### src/sv/sbb_pkg.sv
// ----------------------------------------------------------------------------
// sbb_pkg: shared types and constants for the separable box blur
// Sizes of the line store, field widths and configuration register indexes.
// ----------------------------------------------------------------------------
package sbb_pkg;

    localparam int MAX_WIDTH   = 1024;
    localparam int MAX_HEIGHT  = 1024;
    localparam int MAX_KERNEL  = 31;

    localparam int DIM_W       = 11;                  // width / height registers
    localparam int COL_W       = $clog2(MAX_WIDTH);   // column index
    localparam int ROW_W       = $clog2(MAX_HEIGHT) + 1;
    localparam int KER_W       = 5;                   // kernel size
    localparam int HALF_W      = KER_W - 1;
    localparam int RING_W      = $clog2(MAX_KERNEL);
    localparam int PIX_W       = 8;
    localparam int SUM_W       = 13;                  // 31 * 255 fits
    localparam int POS_W       = 12;                  // signed window position
    localparam int LINE_DEPTH  = MAX_KERNEL * MAX_WIDTH;
    localparam int LINE_AW     = $clog2(LINE_DEPTH);
    localparam int CFG_IDX_W   = 2;

    typedef enum logic [CFG_IDX_W-1:0] {
        REG_IMAGE_WIDTH   = 2'd0,
        REG_IMAGE_HEIGHT  = 2'd1,
        REG_KERNEL_WIDTH  = 2'd2,
        REG_KERNEL_HEIGHT = 2'd3
    } t_cfg_reg;

    localparam logic REQ_PIXEL = 1'b0;
    localparam logic REQ_DRAIN = 1'b1;

    typedef struct packed {
        logic               start;
        logic [SUM_W-1:0]   num;
        logic [KER_W-1:0]   den;
    } t_div_req;

    typedef struct packed {
        logic               done;
        logic [PIX_W-1:0]   quo;
    } t_div_rsp;

endpackage

### src/sv/sbb_div.sv
// ----------------------------------------------------------------------------
// sbb_div: restoring divider for window sums
// One quotient bit per cycle; done pulses once the last quotient bit is shifted in.
// ----------------------------------------------------------------------------
module sbb_div (
    input  logic              i_clk,
    input  logic              i_rst_n,
    input  sbb_pkg::t_div_req i_req,
    output sbb_pkg::t_div_rsp o_rsp
);

    localparam int CNT_W = $clog2(sbb_pkg::SUM_W);

    logic                        r_busy;
    logic                        r_done;
    logic [CNT_W-1:0]            r_cnt;
    logic [sbb_pkg::SUM_W-1:0]   r_num;
    logic [sbb_pkg::KER_W-1:0]   r_rem;
    logic [sbb_pkg::KER_W-1:0]   r_den;

    logic [sbb_pkg::KER_W:0]     trial;
    logic                        ge;
    logic [sbb_pkg::KER_W:0]     diff;

    assign trial = {r_rem, r_num[sbb_pkg::SUM_W-1]};
    assign ge    = trial >= {1'b0, r_den};
    assign diff  = trial - {1'b0, r_den};

    always_ff @(posedge i_clk) begin
        if (!i_rst_n) begin
            r_busy <= 1'b0;
            r_done <= 1'b0;
            r_cnt  <= '0;
        end else begin
            r_done <= 1'b0;
            if (i_req.start) begin
                r_busy <= 1'b1;
                r_cnt  <= '0;
                r_num  <= i_req.num;
                r_den  <= i_req.den;
                r_rem  <= '0;
            end else if (r_busy) begin
                r_rem <= ge ? diff[sbb_pkg::KER_W-1:0] : trial[sbb_pkg::KER_W-1:0];
                r_num <= {r_num[sbb_pkg::SUM_W-2:0], ge};
                r_cnt <= r_cnt + 1'b1;
                if (r_cnt == CNT_W'(sbb_pkg::SUM_W - 1)) begin
                    r_busy <= 1'b0;
                    r_done <= 1'b1;
                end
            end
        end
    end

    // quotient never exceeds 255 since the sum holds at most divisor * 255
    assign o_rsp.done = r_done;
    assign o_rsp.quo  = r_num[sbb_pkg::PIX_W-1:0];

endmodule

### config.mk
export PLATFORM = sky130hd
export DESIGN_NAME = sbb_div
export DESIGN_NICKNAME = d
export VERILOG_FILES = /design/src/sv/sbb_pkg.sv /design/src/sv/sbb_div.sv
export SDC_FILE = /design/constraint.sdc
export NUM_CORES = 1
export LEC_CHECK = 0
export ABC_AREA = 1
export ABC_CLOCK_PERIOD_IN_PS = 1950
export BUFFER_PORTS_ARGS = -buffer_cell sky130_fd_sc_hd__clkbuf_2
export CAP_MARGIN = 0
export CORE_MARGIN = 1.5
export CORE_UTILIZATION = 25
export CTS_CLUSTER_SIZE = 28
export DETAILED_ROUTE_END_ITERATION = 16
export PLACE_DENSITY = 0.44
export SYNTH_ARGS = -nofsm -noshare
export SYNTH_HDL_FRONTEND = slang
export SYNTH_SLANG_ARGS = --single-unit
### constraint.sdc
create_clock -name i_clk -period 1.95 [get_ports i_clk]
set_input_delay 0.39 -clock i_clk [delete_from_list [all_inputs] [get_ports i_clk]]
set_output_delay 0.39 -clock i_clk [all_outputs]
set_load 0.01 [all_outputs]
Word level (Yosys, flattened, before mapping)
Index checks and enable logic that the tools add are counted.
- memories: 0
- input bits: 21
- flip-flop bits (word level): 29
- word-level logic and storage cells: 25
- output and inout port bits: 9
- RAM bits: 0
- bits in latches: 0
- bits in read-only memories: 0
- equality and inequality tests: 1
- divide/modulo/power cells: 0
- multiply operators: 0
- shifts and indexed selects: 0
- magnitude comparators: 1
- add/subtract/negate cells: 2
- bitwise gates (word level): 2
- reduce and logical (&&, ||, !) cells: 5
- muxes and demuxes: 8
- operators by type and width (kind ; number):
    two-way mux 13 bit ; 2
    two-way mux 5 bit ; 2
    greater-or-equal comparator 6 x 5 -> 1 bit ; 1
    subtractor 5 bit ; 1
    adder 4 x 1 -> 4 bit (second input constant) ; 1
    equality test 4 bit (second input constant) ; 1
    two-way mux 1 bit ; 4
    AND reduction 2 bit ; 2
    OR reduction 3 bit ; 1
    inverter 1 bit ; 2
    nonzero test 2 bit ; 1
    OR reduction 2 bit ; 1

Depth between registers and ports, before layout
Gate-level depths: netlist (run 1).
- word-level depth: 4
- mapped depth: 11
- gate-level depth less buffers: 11

Worst setup path after synthesis (run 1)
Ideal clock, no wire load.
- path type: register to register
- from: register r_num[12] (netlist name)
- to: register r_rem[2] (netlist name), data pin
- clock period less this slack: 1670 ps
- stages on the path, launching flop included: 11
- path buffers: 0
- required time: 1697 ps
- library setup time: 253 ps
- arrival: 1417 ps
- setup slack: 280 ps
- cell sequence: edfxtp_1 > inv_1 > ha_1 > inv_1 > fa_1 > nand2_1 > nand2_2 > nand3_4 > nand2_4 > nor2_1 > nor2_1
- cells in the longest elaborated chain, start to end: 3
- elaborated cells between the ends (all ways): 4
- classes of those cells: add/sub: 1; order compare: 1; mux: 2
- RTL lines (element ; line ; source):
    start: declaration ; sbb_div.sv:17 ; logic [sbb_pkg::SUM_W-1:0] r_num;
    start signal: assignment ; sbb_div.sv:39 ; r_num <= i_req.num;
    start signal: assignment ; sbb_div.sv:44 ; r_num <= {r_num[sbb_pkg::SUM_W-2:0], ge};
    subtractor 5 bit or greater-or-equal comparator 6 x 5 -> 1 bit (tied branches) ; sbb_div.sv:27, sbb_div.sv:26 ;
    two-way mux 5 bit (*) ; sbb_div.sv:43 ; r_rem <= ge ? diff[sbb_pkg::KER_W-1:0] : trial[sbb_pkg::KER_W-1:0];
    two-way mux 5 bit (*) ; sbb_div.sv:42 ; end else if (r_busy) begin
    end signal: assignment ; sbb_div.sv:43 ;
    end: declaration ; sbb_div.sv:18 ; logic [sbb_pkg::KER_W-1:0] r_rem;
Every way passes the cells marked *; elsewhere a longest branch is shown, timed or not. The select of a mux whose other input is x is not followed.
A chain may end at the register's enable or synchronous reset.

Worst setup path after layout (run 1)
- from: register r_num[12] (netlist name)
- to: register r_rem[0] (netlist name), data pin
Same word-level chain as after synthesis.

==> results of run 1 <==
[through the flow]
step / hold slack [ns] / instance area (um2)
after floorplan: 0.462 / 1510
after global placement: 0.485 / 1680
after detailed placement: 0.485 / 1680
after CTS: 0.275 / 1790
after global routing: 0.276 / 1790
final: 0.287 / 1790
[registers in the layout, summed over array words and instances (netlist names)]
name	cells
r_num	13
r_den	5
r_rem	5
r_cnt	4
r_busy	1
r_done	1
[layer usage]
layer,global-route usage [%],up-vias,wire (um)
met5,0,-,0
met2,15.0,19,1280
met1,11.3,460,1240
li1,-,561,-
met4,6.72,0,74
met3,3.18,5,117
[area by class of cell]
class	instances	area, um2	share of cell area [%]
clock buffers	6	72.6	4.06
clock inverters	2	33.8	1.89
inverters	15	56.3	3.15
multi-input cells	103	547	30.6
flip-flops and latches	29	811	45.3
well taps	75	93.8	5.24
repair buffers	33	175	9.79
[worst max-delay path by stage]
stage	startpoint	endpoint	slack (ns)	cells past startpoint
2_1_floorplan	r_num[12]	r_rem[2]	0.28	10
3_3_place_gp	r_num[12]	r_rem[2]	0.21	10
3_5_place_dp	r_num[12]	r_rem[1]	0.20	10
4_1_cts	r_num[12]	r_rem[2]	0.20	10
5_1_grt	r_num[12]	r_rem[2]	0.03	10
6_report	r_num[12]	r_rem[0]	0.21	10
[critical path: stages (launching register included)]
cell and delay (ns):
sky130_fd_sc_hd__edfxtp_1 0.38, sky130_fd_sc_hd__inv_1 0.07, sky130_fd_sc_hd__ha_1 0.13, sky130_fd_sc_hd__inv_1 0.05, sky130_fd_sc_hd__fa_1 0.40, sky130_fd_sc_hd__nand2_1 0.10
sky130_fd_sc_hd__nand2_2 0.08, sky130_fd_sc_hd__nand3_4 0.09, sky130_fd_sc_hd__nand2_4 0.08, sky130_fd_sc_hd__nor2_1 0.09, sky130_fd_sc_hd__nor2_1 0.05
[cells by family after synthesis]
kind of cell | Yosys count
xor+xnor | 1
buf+inv | 28
flops | 29
simple gates | 85
compound gates | 9
fa+ha+maj | 8
[report_power, final]
group          internal [W]  leakage (nW)  switching [W]  total (W)
Sequential         0.000734         0.272      0.0000271   0.000761
Combinational      0.000117         0.498       0.000166   0.000283
Clock              0.000377        0.0528       0.000222   0.000598
Total               0.00123         0.822       0.000415    0.00164
[cells in the final DEF, fill, tap and decap left out, types with 2 or more instances in the layout]
master	n
sky130_fd_sc_hd__nand2_1	56
sky130_fd_sc_hd__clkbuf_2	29
sky130_fd_sc_hd__edfxtp_1	23
sky130_fd_sc_hd__inv_1	15
sky130_fd_sc_hd__nor2_1	11
sky130_fd_sc_hd__nand3_1	7
sky130_fd_sc_hd__ha_1	7
sky130_fd_sc_hd__dfxtp_1	6
sky130_fd_sc_hd__a21oi_1	5
sky130_fd_sc_hd__clkbuf_8	5
sky130_fd_sc_hd__buf_4	4
sky130_fd_sc_hd__nor3_1	3
sky130_fd_sc_hd__nand2_2	2
sky130_fd_sc_hd__o21a_1	2
==> qor.tcl, run 1 <==
set qor(run_status) {complete, no violations}
set qor(cts_hold_repair.buffers) 0
set qor(drc) 0
set qor(yosysMostFrequentCell) {sky130_fd_sc_hd__nand2_1}
set qor(hold_class) {input port to flip-flop}
set qor(fin_util_pct) 30.4
set qor(mappedNetlistArea_um2) 1510
set qor(cts_setup_buffers) 0
set qor(number_of_standard_cells_after_synthesis) 160
set qor(reg2reg_to) {r_rem[0]}
set qor(clock_path_buffers) 2
set qor(instances_no_fill) 263
set qor(fin_ws_ns) 0.211
set qor(synth_compound_area_share_pct) 3.57
set qor(ff2ff_path_depth) 10
set qor(area_of_the_die_um2) 6500
set qor(dominant_combinational_cell_family_by_area_after_synthesis) {simple AND/OR/NAND/NOR gates}
set qor(setup-violations-final) 0
set qor(post_cts_resized) 0
set qor(detail-route-antenna-nets) 0
set qor(seq_area_frac_synth_pct) 53.8
set qor(cts.sinks) 29
set qor(reg2reg_from) {r_num[12]}
set qor(worst_hold_path.endpoint) {r_den[4]}
set qor(antenna_violations_before_repair) 0
set qor(netlist.top_cell.by_area) {sky130_fd_sc_hd__edfxtp_1}
set qor(synthMuxAreaShare_pct) 0
set qor(clk_transition_reported_paths_ns) 0.06
set qor(worst-endpoint-arrival_ns) 1.78
set qor(worstSetupEndpointType) {flip-flop}
set qor(synthesis.nets) 189
set qor(fp.coreArea_um2) 5890
set qor(synthAdderAreaFrac_pct) 7.14
set qor(die_w_um) 80.6
set qor(detailroute.via_count) 1045
set qor(async_reset_ff_share_pct) 0
set qor(fmax_mhz) 575
set qor(grt_pass1_wl_um) 4510
set qor(power_density_nw_per_um2) 918
set qor(areaGrowthSynthToFinish_pct) 18.8
set qor(synth_enable_flop_cells) 23
set qor(worstHoldStart) {i_req[4]}
set qor(first_iter_violations) 51
set qor(avgSynthCellArea_um2) 9.42
set qor(fraction_of_final_layout_cells_with_drive_strength_greater_than_1_pct) 24.5
set qor(ys_top_cells_by_count) {56 x sky130_fd_sc_hd__nand2_1, 23 x sky130_fd_sc_hd__edfxtp_1, 15 x sky130_fd_sc_hd__inv_1}
set qor(first_pass_iters) 5
set qor(dominantRegCellSynth) {sky130_fd_sc_hd__edfxtp_1}
set qor(post_synth_and_or_nand_nor_area_fraction_pct) 25.0
set qor(data_required_time_of_the_worst_path_ns) 1.99
set qor(grt_max_degree) 20
set qor(synthDominantCellAreaShare_pct) 45.8
set qor(dp_hpwl_um) 2060
set qor(final_min_period_over_clock_period_pct) 89.2
set qor(timing.final.max_slew_violations) 0
set qor(vias_per_cell) 3.97
set qor(timing.hold.worst_path_depth) 1
set qor(finClkSkew_ns) 0.00941
set qor(cts_root_buffer) {sky130_fd_sc_hd__clkbuf_8}
set qor(initial_standard_cell_utilization_of_the_core_pct) 25.6
set qor(cts_tree) {done}
set qor(period_minus_slack_ns) 1.74
set qor(globalplace.congestion) 0.724
set qor(clk-insertion-delay-late_ns) 0.28
set qor(cts.htree.levels) 2
set qor(routed_wirelength_um) 2710
set qor(num_antenna_cells) 0
set qor(fillCellCount) 616
set qor(boundaryPins) 30
set qor(cellLeakagePower_nw) 0.822
set qor(place.detailed.instances) 255
set qor(xor_xnor_fraction_of_synth_area_pct) 0.581
set qor(setup.worst_path.start_class) {flip-flop}
set qor(grt_use_total_pct) 9.69
set qor(totalPowerFinal_w) 0.00164
set qor(cap_violations) 0
set qor(grt.overflow.total) 0
set qor(port_buffers) 29
set qor(rsz0062_at_grt) {false}
set qor(worst-slew-pin-transition_ns) 0.259
set qor(synth_area_leaders) {sky130_fd_sc_hd__edfxtp_1 46%, sky130_fd_sc_hd__nand2_1 14%, sky130_fd_sc_hd__dfxtp_1 8.0%}
set qor(fp.dieH_um) 80.6
set qor(critical_path_peak_fanout) 7
set qor(peakVddDrop_mv) 0.551
set qor(numCtsBuffers) 5
set qor(max_slew_headroom_pct) 82.6
set qor(criticalPathCategory) {flip-flop to flip-flop}
set qor(synth_seq_cells) 29
set qor(ys_warn_count) 0
set qor(first_global_vias) 1001
set qor(placementRows) 28
set qor(ys_types) 26
set qor(setup_total_negative_slack_ns) 0
set qor(timing_hold_violations_final) 0
set qor(rrSetupSlack_ns) 0.21
set qor(wl_per_cell_um) 10.3
set qor(place_worst_setup_slack_ns) 0.199
set qor(layout.nets) 216
Power figures use the tool's default switching activity.
==> run 2, diff against run 1 <==
==> constraint.sdc (replaced) <==
create_clock -name i_clk -period 1.95 [get_ports i_clk]
set_input_delay 0 -clock i_clk [delete_from_list [all_inputs] [get_ports i_clk]]
set_output_delay 0 -clock i_clk [all_outputs]
set_load 0.01 [all_outputs]
==> qor.tcl, run 2 (synthesis gave the netlist of run 1 again) <==
set qor(run_status) {complete, no violations}
set qor(boundaryPins) 30
set qor(die_w_um) 80.6
set qor(grt.overflow.total) 0
set qor(area_of_the_die_um2) 6500
set qor(period_minus_slack_ns) 1.75
set qor(data_required_time_of_the_worst_path_ns) 1.98
set qor(setup_total_negative_slack_ns) 0
set qor(timing.final.max_slew_violations) 0
set qor(hold_class) {input port to flip-flop}
set qor(met2_wirelength_um) 1390
set qor(cts_tree) {done}
set qor(cts_hold_repair.buffers) 15
set qor(top_signal_layer_used) {met4}
set qor(setup-violations-final) 0
set qor(antenna_violations_before_repair) 0
set qor(max_flop_register) {r_num}
set qor(cellLeakagePower_nw) 0.866
set qor(placedInstanceArea_um2) 1680
set qor(fraction_of_final_layout_cells_with_drive_strength_greater_than_1_pct) 21.9
set qor(finClkSkew_ns) 0.00756
set qor(final_min_period_over_clock_period_pct) 89.8
set qor(met1Wirelength_um) 1330
set qor(cts_setup_buffers) 0
set qor(layout_common_cells) {56 x sky130_fd_sc_hd__nand2_1, 29 x sky130_fd_sc_hd__clkbuf_2, 23 x sky130_fd_sc_hd__edfxtp_1}
set qor(largest_register_ff_count) 13
set qor(post-route-cell-area_um2) 1900
set qor(layout.nets) 230
set qor(cts_root_buffer) {sky130_fd_sc_hd__clkbuf_8}
set qor(fp.coreArea_um2) 5890
set qor(num_antenna_cells) 0
set qor(place_worst_setup_slack_ns) 0.192
set qor(clk_transition_reported_paths_ns) 0.06
set qor(fin_util_pct) 32.3
set qor(fmax_mhz) 571
set qor(detail-route-antenna-nets) 0
set qor(power_density_nw_per_um2) 800
set qor(fp.dieH_um) 80.6
set qor(instances_no_fill) 276
set qor(timing.critical_path.slowest_cell_delay_ns) 0.40
set qor(fillCellCount) 641
set qor(seqCellArea_um2) 811
set qor(worstSetupEndpointType) {flip-flop}
set qor(place.detailed.instances) 254
set qor(initial_standard_cell_utilization_of_the_core_pct) 25.6
set qor(first_pass_iters) 4
set qor(first_global_vias) 1057
set qor(cp_top_family) {adder cells}
set qor(max_slew_headroom_pct) 69.6
set qor(crit_slowest_cell) {sky130_fd_sc_hd__fa_1}
set qor(grt_pass1_wl_um) 4660
set qor(wl_per_cell_um) 10.4
set qor(post_cts_resized) 0
set qor(clock_path_buffers) 2
set qor(cts.sinks) 29
set qor(clk-insertion-delay-late_ns) 0.27
set qor(rsz0062_at_grt) {false}
set qor(cts.htree.levels) 2
set qor(routed_wirelength_um) 2870
set qor(detailroute.via_count) 1114
set qor(grt_max_degree) 20
set qor(critical_path_buf_inv_count) 2
set qor(cap_violations) 0
set qor(globalplace.congestion) 0.753
set qor(port_buffers) 29
set qor(critical_path_peak_fanout) 7
set qor(worst-endpoint-arrival_ns) 1.78
set qor(worst-slew-pin-transition_ns) 0.456
set qor(fin_ws_ns) 0.200
set qor(first_iter_violations) 37
set qor(path_cells) {inv_1 > ha_1 > inv_1 > fa_1 > nand2_1 > nand2_2 > nand3_4 > nand2_4 > nor2_1 > nor2_1}
set qor(numCtsBuffers) 5
set qor(peakVddDrop_mv) 0.344
set qor(wl_met3_um) 108
set qor(placementRows) 28
set qor(worstHoldStart) {i_rst_n}
set qor(area_of_the_multi_input_gates_um2) 547
set qor(setup.worst_path.start_class) {flip-flop}
set qor(areaGrowthSynthToFinish_pct) 26.2
set qor(grt_use_total_pct) 9.63
set qor(dp_hpwl_um) 2030
set qor(drc) 0
set qor(most_common_library_cell_in_the_layout_ignoring_fill_and_taps) {sky130_fd_sc_hd__nand2_1}
set qor(reg2reg_from) {r_num[12]}
set qor(timing_hold_violations_final) 0
set qor(criticalPathCategory) {flip-flop to flip-flop}
set qor(vias_per_cell) 4.04
set qor(crit_start) {r_num[12]}
set qor(biggestRegsByFlops) {r_num: 13 flops, r_den: 5 flops, r_rem: 5 flops}
==> run 2: worst paths after layout <==
kind	to	slack, ns	depth (start not counted)
min	r_cnt[0]	0.005	3
min reg2reg	r_cnt[3]	0.49	1
max reg2reg	r_rem[2]	0.20	10
max	r_rem[2]	0.20	10
==> run 2: report_power, final <==
group | internal (W) | switching (W) | total (W)
registers | 0.000734 | 0.0000272 | 0.000761
logic | 0.000135 | 0.000172 | 0.000307
clock network | 0.000240 | 0.000213 | 0.000453
==> run 2: metal layers <==
layer,up-vias,track usage [%]
li1,588,-
met1,501,11.6
met2,20,16.0
met3,5,3.07
met4,0,3.62
met5,-,0
==> run 2: through the flow <==
stage / hold WS, ns / power, W
6_report: 0.00490 / 0.00152
5_1_grt: 0.0168 / 0.00162
3_5_place_dp: 0.180 / 0.00106
4_1_cts: 0.000179 / 0.00155
3_3_place_gp: 0.179 / 0.00107
2_1_floorplan: 0.0989 / 0.000996
==> run 2: cell type report <==
type | count | area share [%]
Clock inverter | 1 | 0.197
Tap cell | 75 | 4.93
Clock buffer | 6 | 3.82
Timing Repair Buffer | 47 | 16.7
Inverter | 15 | 2.96
Sequential cell | 29 | 42.6
Multi-Input combinational cell | 103 | 28.8
==> run 2: tightest hold or removal path, stage by stage <==
cell and delay, ns:
sky130_fd_sc_hd__clkbuf_2 0.10, sky130_fd_sc_hd__nand3_1 0.08, sky130_fd_sc_hd__a21oi_1 0.04
